File: config.mk
export PLATFORM = sky130hd
export DESIGN_NAME = serial_memory_read_sequencer_unit_flat
export DESIGN_NICKNAME = d
export VERILOG_FILES = /design/src/design/smrs_pkg.sv /design/src/design/smrs_req_if.sv /design/src/design/smrs_rsp_if.sv /design/src/design/serial_memory_read_sequencer_unit.sv /design/src/design/smrs_front.sv /design/src/design/smrs_queue.sv /design/src/design/smrs_back.sv /design/src/flat_wrapper.sv
export SDC_FILE = /design/constraint.sdc
export NUM_CORES = 1
export LEC_CHECK = 0
export BUFFER_PORTS_ARGS = -buffer_cell sky130_fd_sc_hd__buf_2
export CAP_MARGIN = 20
export CORE_ASPECT_RATIO = 0.8
export CORE_MARGIN = 1
export CORE_UTILIZATION = 35
export CTS_CLUSTER_DIAMETER = 40
export DETAILED_ROUTE_END_ITERATION = 6
export GPL_ROUTABILITY_DRIVEN = 0
export GPL_TIMING_DRIVEN = 0
export HOLD_SLACK_MARGIN = 0.1
export PLACE_DENSITY = 0.55
export SLEW_MARGIN = 10
export SYNTH_ARGS = -nofsm -noshare
export SYNTH_HDL_FRONTEND = slang
export SYNTH_SLANG_ARGS = --single-unit
export TNS_END_PERCENT = 50
File: constraint.sdc
create_clock -name clk -period 15.65 [get_ports clk]
set_input_delay 2.3475 -clock clk [delete_from_list [all_inputs] [get_ports clk]]
set_output_delay 2.3475 -clock clk [all_outputs]
set_load 0.01 [all_outputs]
File: src/design/smrs_pkg.sv
// Shared types and constants for the serial memory read sequencer.
// No dependencies; every other file of the block takes names from here.
package smrs_pkg;

    // Default depth of the queue between the front and back parts
    localparam int unsigned QueueDepth = 2;

    // Field widths fixed by the serial command format
    localparam int unsigned IndexWidth   = 8;
    localparam int unsigned ByteWidth    = 8;
    localparam int unsigned AddrWidth    = 16;
    localparam int unsigned BitCntWidth  = 4;
    localparam int unsigned CfgIdxWidth  = 2;
    localparam int unsigned CfgDataWidth = 8;

    // Last bit positions of each shifted field
    localparam logic [2:0] OpcodeLastBit = 3'd7;
    localparam logic [2:0] DummyLastBit  = 3'd7;
    localparam logic [3:0] AddrLastBit   = 4'd15;
    localparam logic [2:0] DataLastBit   = 3'd7;

    // Register reset values
    localparam logic [7:0] ReadOpcodeReset    = 8'd3;
    localparam logic [7:0] AddressStrideReset = 8'd1;
    localparam logic [7:0] ReadByteCountReset = 8'd1;

    // Configuration register indexes
    typedef enum logic [CfgIdxWidth-1:0] {
        CFG_READ_OPCODE     = 2'd0,
        CFG_ADDRESS_STRIDE  = 2'd1,
        CFG_READ_BYTE_COUNT = 2'd2
    } cfg_index_t;

    // Sequencer phases, one-hot
    typedef enum logic [5:0] {
        PH_IDLE    = 6'b000001,
        PH_OPCODE  = 6'b000010,
        PH_DUMMY   = 6'b000100,
        PH_ADDRESS = 6'b001000,
        PH_DATA    = 6'b010000,
        PH_DONE    = 6'b100000
    } phase_t;

    // Classified tick held in the queue
    typedef struct packed {
        logic                  fall;
        logic [IndexWidth-1:0] req_index;
        logic                  serial_in;
    } item_t;

    // Queue status seen by the front and back parts
    typedef struct packed {
        logic not_empty;
        logic not_full;
    } q_status_t;

endpackage

File: src/design/smrs_req_if.sv
// Input channel of the serial memory read sequencer: one clock tick per transaction.
// Depends on smrs_pkg for field widths.
interface smrs_req_if;
    logic                            valid;
    logic                            ready;
    logic                            read_enable_n;
    logic [smrs_pkg::IndexWidth-1:0] req_index;
    logic                            serial_in;

    modport source (output valid, read_enable_n, req_index, serial_in, input ready);
    modport sink   (input valid, read_enable_n, req_index, serial_in, output ready);
endinterface

File: src/design/smrs_rsp_if.sv
// Output channel of the serial memory read sequencer: one result per tick.
// Depends on smrs_pkg for field widths.
interface smrs_rsp_if;
    logic                           valid;
    logic                           ready;
    logic                           chip_select_n;
    logic                           serial_out;
    logic                           serial_out_drive;
    logic [smrs_pkg::ByteWidth-1:0] read_byte;
    logic                           byte_valid;
    logic                           done_res;

    modport source (output valid, chip_select_n, serial_out, serial_out_drive, read_byte,
                    byte_valid, done_res, input ready);
    modport sink   (input valid, chip_select_n, serial_out, serial_out_drive, read_byte,
                    byte_valid, done_res, output ready);
endinterface

File: src/design/serial_memory_read_sequencer_unit.sv
// Top level of the serial memory read sequencer: front classifier, tick queue
// and back sequencer. Depends on smrs_pkg, smrs_req_if, smrs_rsp_if and submodules.
//
// Channel  Direction  Handshake         Payload
// req      in         valid/ready       read_enable_n, req_index, serial_in
// rsp      out        valid/ready       chip_select_n, serial_out, serial_out_drive,
//                                       read_byte, byte_valid, done_res
// cfg      in         cfg_we (no wait)  cfg_index, cfg_data
//
// One transaction per clock cycle in and out when neither side stalls; a tick
// goes through a queue slot and then the output register after it is accepted.
// The back sequencer steps one tick per cycle unless its output is held.
// Reset clears the queue, the enable tracker and the sequencer; no clearing pass.
// An output stall stops the sequencer; the queue then fills and drops req.ready.
module serial_memory_read_sequencer_unit #(
    parameter int unsigned QUEUE_DEPTH = smrs_pkg::QueueDepth
) (
    input  logic                              clk,
    input  logic                              rst_n,
    smrs_req_if.sink                          req,
    smrs_rsp_if.source                        rsp,
    input  logic                              cfg_we,
    input  logic [smrs_pkg::CfgIdxWidth-1:0]  cfg_index,
    input  logic [smrs_pkg::CfgDataWidth-1:0] cfg_data
);

    smrs_pkg::q_status_t q_status;
    smrs_pkg::item_t     push_item;
    smrs_pkg::item_t     pop_item;
    logic                push;
    logic                pop;

    smrs_front u_front (
        .clk      (clk),
        .rst_n    (rst_n),
        .req      (req),
        .q_status (q_status),
        .push     (push),
        .item     (push_item)
    );

    smrs_queue #(
        .DEPTH (QUEUE_DEPTH)
    ) u_queue (
        .clk       (clk),
        .rst_n     (rst_n),
        .push      (push),
        .push_item (push_item),
        .pop       (pop),
        .pop_item  (pop_item),
        .status    (q_status)
    );

    smrs_back u_back (
        .clk       (clk),
        .rst_n     (rst_n),
        .cfg_we    (cfg_we),
        .cfg_index (cfg_index),
        .cfg_data  (cfg_data),
        .q_status  (q_status),
        .item      (pop_item),
        .pop       (pop),
        .rsp       (rsp)
    );

endmodule

File: src/design/smrs_front.sv
// Front part: accepts ticks and classifies each as a read-enable fall or not.
// Depends on smrs_pkg and smrs_req_if.
module smrs_front (
    input  logic                clk,
    input  logic                rst_n,
    smrs_req_if.sink            req,
    input  smrs_pkg::q_status_t q_status,
    output logic                push,
    output smrs_pkg::item_t     item
);

    logic seen_low_reg;
    logic seen_low_next;

    // Accept while the queue has room
    assign req.ready = q_status.not_full;
    assign push      = req.valid && q_status.not_full;

    // Flag a fall: enable low now, not low on the previous tick
    assign item.fall      = !req.read_enable_n && !seen_low_reg;
    assign item.req_index = req.req_index;
    assign item.serial_in = req.serial_in;

    // Track the enable level on every accepted tick
    always_comb
    begin
        seen_low_next = seen_low_reg;
        if (push)
        begin
            seen_low_next = !req.read_enable_n;
        end
    end

    always_ff @(posedge clk or negedge rst_n)
    begin
        if (!rst_n)
        begin
            seen_low_reg <= 1'b0;
        end
        else
        begin
            seen_low_reg <= seen_low_next;
        end
    end

endmodule

File: src/design/smrs_queue.sv
// Short FIFO of classified ticks between the front and back parts.
// Depends on smrs_pkg for the item type and status struct.
module smrs_queue #(
    parameter int unsigned DEPTH = smrs_pkg::QueueDepth
) (
    input  logic                clk,
    input  logic                rst_n,
    input  logic                push,
    input  smrs_pkg::item_t     push_item,
    input  logic                pop,
    output smrs_pkg::item_t     pop_item,
    output smrs_pkg::q_status_t status
);

    localparam int unsigned PtrWidth = (DEPTH > 1) ? $clog2(DEPTH) : 1;
    localparam int unsigned CntWidth = $clog2(DEPTH + 1);
    localparam logic [PtrWidth-1:0] LastPtr  = PtrWidth'(DEPTH - 1);
    localparam logic [CntWidth-1:0] FullCnt  = CntWidth'(DEPTH);

    smrs_pkg::item_t     slots [DEPTH];
    logic [PtrWidth-1:0] wr_ptr_reg, wr_ptr_next;
    logic [PtrWidth-1:0] rd_ptr_reg, rd_ptr_next;
    logic [CntWidth-1:0] count_reg, count_next;

    assign status.not_empty = (count_reg != '0);
    assign status.not_full  = (count_reg != FullCnt);
    assign pop_item         = slots[rd_ptr_reg];

    // Advance pointers and count
    always_comb
    begin
        wr_ptr_next = wr_ptr_reg;
        rd_ptr_next = rd_ptr_reg;
        count_next  = count_reg;
        if (push)
        begin
            wr_ptr_next = (wr_ptr_reg == LastPtr) ? '0 : wr_ptr_reg + 1'b1;
        end
        if (pop)
        begin
            rd_ptr_next = (rd_ptr_reg == LastPtr) ? '0 : rd_ptr_reg + 1'b1;
        end
        if (push && !pop)
        begin
            count_next = count_reg + 1'b1;
        end
        else if (pop && !push)
        begin
            count_next = count_reg - 1'b1;
        end
    end

    always_ff @(posedge clk or negedge rst_n)
    begin
        if (!rst_n)
        begin
            wr_ptr_reg <= '0;
            rd_ptr_reg <= '0;
            count_reg  <= '0;
        end
        else
        begin
            wr_ptr_reg <= wr_ptr_next;
            rd_ptr_reg <= rd_ptr_next;
            count_reg  <= count_next;
        end
    end

    // Store the incoming transaction
    always_ff @(posedge clk)
    begin
        if (push)
        begin
            slots[wr_ptr_reg] <= push_item;
        end
    end

    a_no_overflow: assert property (@(posedge clk) disable iff (!rst_n)
        count_reg <= FullCnt)
        else $error("queue count beyond depth");

    a_no_pop_empty: assert property (@(posedge clk) disable iff (!rst_n)
        pop |-> count_reg != '0)
        else $error("pop from empty queue");

    a_push_pop_count: assert property (@(posedge clk) disable iff (!rst_n)
        (push && !pop) |=> count_reg == $past(count_reg) + 1'b1)
        else $error("queue count did not grow on push");

endmodule

File: src/design/smrs_back.sv
// Back part: runs the read command sequencer one tick per step and holds
// the result in an output register. Depends on smrs_pkg and smrs_rsp_if.
module smrs_back (
    input  logic                                clk,
    input  logic                                rst_n,
    input  logic                                cfg_we,
    input  logic [smrs_pkg::CfgIdxWidth-1:0]    cfg_index,
    input  logic [smrs_pkg::CfgDataWidth-1:0]   cfg_data,
    input  smrs_pkg::q_status_t                 q_status,
    input  smrs_pkg::item_t                     item,
    output logic                                pop,
    smrs_rsp_if.source                          rsp
);

    // Configuration registers
    logic [7:0] opcode_reg;
    logic [7:0] stride_reg;
    logic [7:0] byte_count_reg;

    // Sequencer state
    smrs_pkg::phase_t                   phase_reg, phase_next;
    logic [smrs_pkg::BitCntWidth-1:0]   bit_cnt_reg, bit_cnt_next;
    logic [7:0]                         bytes_left_reg, bytes_left_next;
    logic [smrs_pkg::AddrWidth-1:0]     addr_reg, addr_next;
    logic [smrs_pkg::ByteWidth-1:0]     rx_shift_reg, rx_shift_next;

    // Result register
    logic                               rsp_valid_reg;
    logic                               cs_n_reg, cs_n_next;
    logic                               sout_reg, sout_next;
    logic                               drive_reg, drive_next;
    logic [smrs_pkg::ByteWidth-1:0]     rbyte_reg, rbyte_next;
    logic                               bvalid_reg, bvalid_next;
    logic                               done_reg, done_next;

    logic                               step;
    logic [2:0]                         bit_lo;
    logic [smrs_pkg::ByteWidth-1:0]     rx_acc;
    logic [7:0]                         bytes_dec;

    // Step when a tick waits and the result slot is free or draining
    assign step   = q_status.not_empty && (!rsp_valid_reg || rsp.ready);
    assign pop    = step;
    assign bit_lo = bit_cnt_reg[2:0];

    assign rsp.valid            = rsp_valid_reg;
    assign rsp.chip_select_n    = cs_n_reg;
    assign rsp.serial_out       = sout_reg;
    assign rsp.serial_out_drive = drive_reg;
    assign rsp.read_byte        = rbyte_reg;
    assign rsp.byte_valid       = bvalid_reg;
    assign rsp.done_res         = done_reg;

    // Write configuration registers
    always_ff @(posedge clk or negedge rst_n)
    begin
        if (!rst_n)
        begin
            opcode_reg     <= smrs_pkg::ReadOpcodeReset;
            stride_reg     <= smrs_pkg::AddressStrideReset;
            byte_count_reg <= smrs_pkg::ReadByteCountReset;
        end
        else if (cfg_we)
        begin
            case (smrs_pkg::cfg_index_t'(cfg_index))
                smrs_pkg::CFG_READ_OPCODE:     opcode_reg     <= cfg_data;
                smrs_pkg::CFG_ADDRESS_STRIDE:  stride_reg     <= cfg_data;
                smrs_pkg::CFG_READ_BYTE_COUNT: byte_count_reg <= cfg_data;
                default:                       ;
            endcase
        end
    end

    // Merge the incoming data bit into the receive byte
    always_comb
    begin
        rx_acc         = rx_shift_reg;
        rx_acc[bit_lo] = item.serial_in;
    end

    assign bytes_dec = bytes_left_reg - 8'd1;

    // Sequencer step
    always_comb
    begin
        phase_next      = phase_reg;
        bit_cnt_next    = bit_cnt_reg;
        bytes_left_next = bytes_left_reg;
        addr_next       = addr_reg;
        rx_shift_next   = rx_shift_reg;
        cs_n_next       = 1'b1;
        sout_next       = 1'b0;
        drive_next      = 1'b0;
        rbyte_next      = '0;
        bvalid_next     = 1'b0;
        done_next       = 1'b0;

        case (phase_reg)
            smrs_pkg::PH_OPCODE:
            begin
                cs_n_next  = 1'b0;
                drive_next = 1'b1;
                sout_next  = opcode_reg[bit_lo];
                if (bit_lo == smrs_pkg::OpcodeLastBit)
                begin
                    bit_cnt_next = '0;
                    phase_next   = smrs_pkg::PH_DUMMY;
                end
                else
                begin
                    bit_cnt_next = bit_cnt_reg + 1'b1;
                end
            end
            smrs_pkg::PH_DUMMY:
            begin
                cs_n_next  = 1'b0;
                drive_next = 1'b1;
                if (bit_lo == smrs_pkg::DummyLastBit)
                begin
                    bit_cnt_next = '0;
                    phase_next   = smrs_pkg::PH_ADDRESS;
                end
                else
                begin
                    bit_cnt_next = bit_cnt_reg + 1'b1;
                end
            end
            smrs_pkg::PH_ADDRESS:
            begin
                cs_n_next  = 1'b0;
                drive_next = 1'b1;
                sout_next  = addr_reg[bit_cnt_reg];
                if (bit_cnt_reg == smrs_pkg::AddrLastBit)
                begin
                    bit_cnt_next  = '0;
                    rx_shift_next = '0;
                    phase_next    = (bytes_left_reg == '0) ? smrs_pkg::PH_DONE
                                                           : smrs_pkg::PH_DATA;
                end
                else
                begin
                    bit_cnt_next = bit_cnt_reg + 1'b1;
                end
            end
            smrs_pkg::PH_DATA:
            begin
                cs_n_next     = 1'b0;
                rx_shift_next = rx_acc;
                if (bit_lo == smrs_pkg::DataLastBit)
                begin
                    bvalid_next     = 1'b1;
                    rbyte_next      = rx_acc;
                    bit_cnt_next    = '0;
                    bytes_left_next = bytes_dec;
                    if (bytes_dec == '0)
                    begin
                        phase_next = smrs_pkg::PH_DONE;
                    end
                end
                else
                begin
                    bit_cnt_next = {1'b0, bit_lo + 3'd1};
                end
            end
            smrs_pkg::PH_DONE:
            begin
                done_next    = 1'b1;
                bit_cnt_next = '0;
                phase_next   = smrs_pkg::PH_IDLE;
            end
            default:
            begin
                phase_next = smrs_pkg::PH_IDLE;
                if (item.fall)
                begin
                    // Latch address and byte count at the start of a read
                    addr_next       = {8'd0, item.req_index} * {8'd0, stride_reg};
                    bytes_left_next = byte_count_reg;
                    bit_cnt_next    = '0;
                    phase_next      = smrs_pkg::PH_OPCODE;
                end
            end
        endcase
    end

    // Sequencer control state
    always_ff @(posedge clk or negedge rst_n)
    begin
        if (!rst_n)
        begin
            phase_reg      <= smrs_pkg::PH_IDLE;
            bit_cnt_reg    <= '0;
            bytes_left_reg <= '0;
            addr_reg       <= '0;
            rx_shift_reg   <= '0;
            rsp_valid_reg  <= 1'b0;
        end
        else
        begin
            if (step)
            begin
                phase_reg      <= phase_next;
                bit_cnt_reg    <= bit_cnt_next;
                bytes_left_reg <= bytes_left_next;
                addr_reg       <= addr_next;
                rx_shift_reg   <= rx_shift_next;
            end
            if (step)
            begin
                rsp_valid_reg <= 1'b1;
            end
            else if (rsp.ready)
            begin
                rsp_valid_reg <= 1'b0;
            end
        end
    end

    // Hold the result payload until the next step
    always_ff @(posedge clk)
    begin
        if (step)
        begin
            cs_n_reg   <= cs_n_next;
            sout_reg   <= sout_next;
            drive_reg  <= drive_next;
            rbyte_reg  <= rbyte_next;
            bvalid_reg <= bvalid_next;
            done_reg   <= done_next;
        end
    end

    a_drive_needs_select: assert property (@(posedge clk) disable iff (!rst_n)
        rsp_valid_reg && drive_reg |-> !cs_n_reg)
        else $error("serial_out driven with chip select high");

    a_done_alone: assert property (@(posedge clk) disable iff (!rst_n)
        rsp_valid_reg |-> !(done_reg && bvalid_reg) && !(done_reg && drive_reg))
        else $error("done pulse overlaps a byte or a driven bit");

    a_done_to_idle: assert property (@(posedge clk) disable iff (!rst_n)
        step && phase_reg == smrs_pkg::PH_DONE |=> phase_reg == smrs_pkg::PH_IDLE)
        else $error("sequencer did not return to idle after done");

    a_step_needs_item: assert property (@(posedge clk) disable iff (!rst_n)
        step |-> q_status.not_empty)
        else $error("sequencer stepped without a queued tick");

endmodule

File: src/flat_wrapper.sv
// flat-port wrapper written by rule: the top's interface ports become plain ports
module serial_memory_read_sequencer_unit_flat 
#(
    parameter int unsigned QUEUE_DEPTH = smrs_pkg::QueueDepth
)
  (clk, rst_n, cfg_we, cfg_index, cfg_data, req_valid, req_read_enable_n, req_req_index, req_serial_in, req_ready, rsp_valid, rsp_chip_select_n, rsp_serial_out, rsp_serial_out_drive, rsp_read_byte, rsp_byte_valid, rsp_done_res, rsp_ready);
  smrs_req_if req_i ();
  smrs_rsp_if rsp_i ();
  input  logic clk;
  input  logic rst_n;
  input  logic cfg_we;
  input  logic [smrs_pkg::CfgIdxWidth-1:0] cfg_index;
  input  logic [smrs_pkg::CfgDataWidth-1:0] cfg_data;
  input wire logic [$bits(req_i.valid)-1:0] req_valid;
  input wire logic [$bits(req_i.read_enable_n)-1:0] req_read_enable_n;
  input wire logic [$bits(req_i.req_index)-1:0] req_req_index;
  input wire logic [$bits(req_i.serial_in)-1:0] req_serial_in;
  output wire logic [$bits(req_i.ready)-1:0] req_ready;
  output wire logic [$bits(rsp_i.valid)-1:0] rsp_valid;
  output wire logic [$bits(rsp_i.chip_select_n)-1:0] rsp_chip_select_n;
  output wire logic [$bits(rsp_i.serial_out)-1:0] rsp_serial_out;
  output wire logic [$bits(rsp_i.serial_out_drive)-1:0] rsp_serial_out_drive;
  output wire logic [$bits(rsp_i.read_byte)-1:0] rsp_read_byte;
  output wire logic [$bits(rsp_i.byte_valid)-1:0] rsp_byte_valid;
  output wire logic [$bits(rsp_i.done_res)-1:0] rsp_done_res;
  input wire logic [$bits(rsp_i.ready)-1:0] rsp_ready;
  assign req_i.valid = req_valid;
  assign req_i.read_enable_n = req_read_enable_n;
  assign req_i.req_index = req_req_index;
  assign req_i.serial_in = req_serial_in;
  assign req_ready = req_i.ready;
  assign rsp_valid = rsp_i.valid;
  assign rsp_chip_select_n = rsp_i.chip_select_n;
  assign rsp_serial_out = rsp_i.serial_out;
  assign rsp_serial_out_drive = rsp_i.serial_out_drive;
  assign rsp_read_byte = rsp_i.read_byte;
  assign rsp_byte_valid = rsp_i.byte_valid;
  assign rsp_done_res = rsp_i.done_res;
  assign rsp_i.ready = rsp_ready;
  serial_memory_read_sequencer_unit #(.QUEUE_DEPTH(QUEUE_DEPTH)) u_core (.clk(clk), .rst_n(rst_n), .req(req_i), .rsp(rsp_i), .cfg_we(cfg_we), .cfg_index(cfg_index), .cfg_data(cfg_data));
endmodule
# Word level (Yosys, flattened, before mapping)
# Memory sizes are Yosys's and may differ from the RTL's.
# Index checks and enable logic that the tools add are counted.
classes:
  n_addsub: 7
  mul: 1
  div_mod_pow: 0
  n_lt_le_gt_ge: 3
  eq_ne: 15
  shift: 0
  n_mux: 38
  bitwise: 2
  n_reduce_logical: 35
ops:
  columns: ["op", "count"]
  rows:
  - ["$mux W6", 6]
  - ["$pmux W8 S2", 2]
  - ["$pmux W6 S5", 1]
  - ["$mux W8", 3]
  - ["$logic_not A8 Y1", 2]
  - ["$mul A8 B8 Y16", 1]
  - ["$pmux W4 S4", 1]
  - ["$mux W1", 13]
  - ["$mux W4", 3]
  - ["$ne A2 B2 Y1 const B", 6]
  - ["$reduce_and A2 Y1", 5]
  - ["$reduce_bool A2 Y1", 5]
  - ["$bwmux W8", 1]
  - ["$reduce_or A4 Y1", 2]
  - ["$sub A8 B1 Y8 const B", 1]
  - ["$eq A6 B2 Y1 const B", 1]
  - ["$eq A6 B3 Y1 const B", 1]
  - ["$eq A6 B4 Y1 const B", 1]
  - ["$eq A6 B5 Y1 const B", 1]
  - ["$eq A6 B6 Y1 const B", 1]
  - ["$logic_and A1 B1 Y1", 6]
  - ["$mux W2", 3]
  - ["$reduce_and A3 Y1", 2]
  - ["$reduce_and A6 Y1", 1]
  - ["26 further kinds", 32]
totals:
  regBits: 85
  latchBits: 0
  mem_bits_rw: 20
  rom_bits: 0
  in_bits: 25
  output_inout_bits: 15
  wordCells: 121
  n_memories: 1
mem_list:
  columns: ["memory", "words", "width", "read_ports", "rd_ports_with_merged_regs", "write_ports", "line_no", "text"]
  rows:
  - ["u_core.u_queue.slots", 2, 10, 1, 0, 1, "smrs_queue.sv:20", "smrs_pkg::item_t slots [DEPTH];"]

# Depth between registers and ports, before layout
logic_depth:
  word_depth: 6
  mapped_depth: 17

# Cells and area by module
# Synthesis repeated with hierarchy kept, for this count alone.
unflattened:
  cells_unflattened: 671
  area_unflattened_um2: 7064.3
by_module_without_submodules:
  columns: ["module", "instances", "cells_each", "area_per_inst_um2"]
  rows:
  - ["smrs_back", 1, 609, 5990.7]
  - ["smrs_queue", 1, 47, 947.2]
  - ["smrs_front", 1, 15, 126.4]

# Least setup slack after synthesis
# No wires, ideal clock.
synth_path:
  path_kind: "register to register"
  startpoint: "register u_core.u_queue.rd_ptr_reg"
  endpoint: "register u_core.u_back.addr_reg[15] (netlist name)"
  setup_ps: 103
  arrival_ps: 5102
  path_slack_ps: 10445
  path_stages_with_launch: 16
  n_path_buf: 1
  synth_period_minus_slack_ps: 5205
  cell_sequence: "dfrtp_1 buf_1 mux2i_1 nor2b_1 fa_1 fa_1 fa_1 inv_1 fa_1 inv_1 ha_1 and2_1 a22o_1 a311oi_1 nor3_1 o41ai_2"
synth_via:
  elab_chain_cells: 2
  elab_cells_between_ends: 3
  classes_between: "mul: 1; reduce/logical: 1; memory: 1"
synth_lines:
  columns: ["item", "line_no", "text"]
  rows:
  - ["start, declared", "smrs_queue.sv:22", "logic [PtrWidth-1:0] rd_ptr_reg, rd_ptr_next;"]
  - ["start signal, assigned", "smrs_queue.sv:64", "rd_ptr_reg <= rd_ptr_next;"]
  - ["$mem_v2 Z2 W10 *", null, null]
  - ["$mul A8 B8 Y16 or $reduce_and A3 Y1 (tied branches)", null, null]
  - ["end signal, assigned", "smrs_back.sv:205", "addr_reg <= addr_next;"]
  - ["end, declared", "smrs_back.sv:24", "logic [smrs_pkg::AddrWidth-1:0] addr_reg, addr_next;"]
# Mark *: on every way between the ends. The rest lies on a longest branch, timed or not.
# A chain may end at the register's enable or synchronous reset.

# Worst setup path in the final report
layout_path:
  startpoint: "register u_core.u_queue.rd_ptr_reg"
  endpoint: "register u_core.u_back.addr_reg[13] (netlist name)"
# Same word-level chain as after synthesis.

==> reports/qor.yml <==
min_path:
  hold_path.class: "flop to flop"
run_status:
  status: "finished, final reports clean"
synth:
  yosys.area.top_type_share_pct: 23.72
  synth.area.top_cells: "dfrtp_1 (24%), edfxtp_1 (14%), fa_1 (10%), ha_1 (7.3%), mux2_2 (4.9%)"
  ys_async_sr_fraction_pct: 68.57
  synth_fp_nets: 737
  synth-edff-count: 33
  synthCells: 635
  syn_avg_cell_area_um2: 11.13
  yosysUniqueCellTypes: 70
  synth.most_common_cell: "dfrtp_1"
  ys_warn_count: 0
  synthFlopType: "dfrtp_1"
  seq_area_frac_synth_pct: 39.60
  syn-cell-area_um2: 7068
  synth_commonest_cells: "dfrtp_1 (67), inv_1 (59), nor2b_1 (50), ha_1 (41), fa_1 (36)"
  ys_seq_elements: 105
  synth_top_cell_by_area: "dfrtp_1"
floorplan:
  dieArea_um2: 20770
  core-area_um2: 19800
  io_pins: 40
  chipHeight_um: 129.1
  rows: 46
  die_w_um: 160.9
  initial_core_util_pct: 35.70
clock_network:
  cts_buffers: 9
  htreeDepth: 3
  worstSkewPairLatency_ns: 0.35
  cts.path.max_buffers: 2
  cts_tree: "yes"
  cts_setup_buffers: 0
  cts_sinks: 105
  cts-resized-gates: 0
  clkTransAtPathRegs_ns: 0.07
  cts_hold_buffers: 0
  cts-root-buf: "clkbuf_16"
global_route:
  grt_pass1_vias: 4874
  grt_max_degree: 54
  grt_pass1_wl_mm: 24.92
  grt_antenna_before_repair: 0
  grtUsageTotal_pct: 15.19
  grt_overflow: 0
setup_path:
  cp.arrival_ns: 6.34
  cp-start-kind: "flop"
  critPathMaxFanout: 10
  cp.required_ns: 15.88
  worstSetupPathType: "flop to flop"
  cp-end-kind: "flop"
sta:
  final_max_slew_viol_count: 0
  setup_tns_ns: 0
  hold_viol: 0
  layout_min_cycle_time_ns: 6.110
  fin_skew_ns: 0.01240
  finalSetupViolCount: 0
  finalCritPeriodShare_pct: 39.04
  rsz0062_at_grt: "false"
  fin_ws_ns: 9.540
  max_slew.worst_pin.slew_ns: 1.129
  slew_headroom_pct: 22.56
  fmax_mhz: 163.7
layout:
  n_antenna_cell: 0
  nNetsFinal: 789
  syn_to_final_growth_pct: 12.30
  layout-drive-gt1-share_pct: 18.06
  largest_register_ffs: 20
placed_design:
  dp_worst_setup_slack_ns: 9.566
  dp_hpwl_mm: 11.54
  io_buffers: 39
drt:
  dr_total_vias: 4809
  post_drt_wl_per_cell_um: 15.32
  drt-vias-per-instance: 5.030
  drtAntennaViolNets: 0
  first_pass_iters: 4
  drt-total-wl_mm: 14.64
  drt_iter0_markers: 356
  drc: 0
flow_run:
  maxCapViolations: 0
-- kinds of logic after synthesis --
| kind of cell | after synthesis | synth area share, % |
|---|---|---|
| compound gates | 102 | 10.59 |
| xor+xnor | 21 | 2.602 |
| fa+ha+maj | 77 | 17.45 |
| buf+inv | 74 | 4.372 |
| flops | 105 | 39.60 |
| mux | 59 | 10.14 |
| simple gates | 197 | 15.24 |
-- layout make-up --
cell class                      instances  area [µm²]
Buffer                                 14       83.83
Clock buffer                            9       225.2
Clock inverter                          7       76.32
Fill cell                            1943       11860
Inverter                               60       225.2
Multi-Input combinational cell        456        3965
Sequential cell                       105        2799
Tap cell                              264       330.3
Timing Repair Buffer                   41       232.7
-- metal layers --
metal  vias to the layer above  part of all wire (%)  wire [µm]  GRT usage [%]
li1                       2334                     -          -              -
met1                      2362                    52       7615          22.72
met2                       102                    43       6228          22.52
met3                        11                   4.7        685          2.817
met4                         0                  0.78        114          3.885
met5                         -                     0          0              0
-- worst paths after layout --
path                                                from                            end  slack, ns  cells past startpoint
max                            u_core.u_queue.rd_ptr_reg     u_core.u_back.addr_reg[13]       9.54                     15
min                        u_core.u_back.rx_shift_reg[0]  u_core.u_back.rx_shift_reg[0]       0.49                      2
max reg2reg                    u_core.u_queue.rd_ptr_reg     u_core.u_back.addr_reg[13]       9.54                     15
min reg2reg                u_core.u_back.rx_shift_reg[0]  u_core.u_back.rx_shift_reg[0]       0.49                      2
max in group asynchronous                          rst_n    u_core.u_back.stride_reg[0]      13.18                      2
min in group asynchronous                          rst_n  u_core.u_back.rx_shift_reg[3]       1.88                      1
-- layout by cell type, fill, tap and decap left out, types with 9 or more instances in the layout --
cell type	count
a211oi_1	10
a21oi_1	13
buf_2	44
clkbuf_16	9
dfrtp_1	67
edfxtp_1	33
fa_1	36
ha_1	41
inv_1	59
mux2_2	31
mux2_4	10
mux2i_1	15
nand2_1	35
nand2b_1	15
nand3_1	12
nor2_1	33
nor2b_1	50
nor3_1	16
o21ai_0	27
xnor2_1	15
-- metrics by stage --
| step | util (%) | instances | area, µm² | hold slack (ns) |
|---|---|---|---|---|
| floorplan | - | 635 | 7068 | 0.4508 |
| global placement | 38.35 | 938 | 7594 | 0.4652 |
| detailed placement | 38.50 | 939 | 7624 | 0.4832 |
| CTS | 40.03 | 955 | 7925 | 0.4956 |
| global route | 40.09 | 956 | 7938 | 0.5195 |
| finish | 40.09 | 956 | 7938 | 0.4940 |
-- critical path: stages, from the launching register on --
cell	delay, ns
dfrtp_1	0.36
buf_1	0.51
mux2i_1	0.92
nand2b_1	0.23
fa_1	0.44
fa_1	0.55
inv_1	0.05
fa_1	0.52
inv_1	0.05
fa_1	0.52
inv_1	0.04
ha_1	0.32
o21a_1	0.21
a311oi_1	0.73
mux2i_1	0.22
mux2_4	0.29
Power is left out: the tool's default activity adds up to more than one toggle a clock period on the data nets, which glitch-free logic cannot reach.
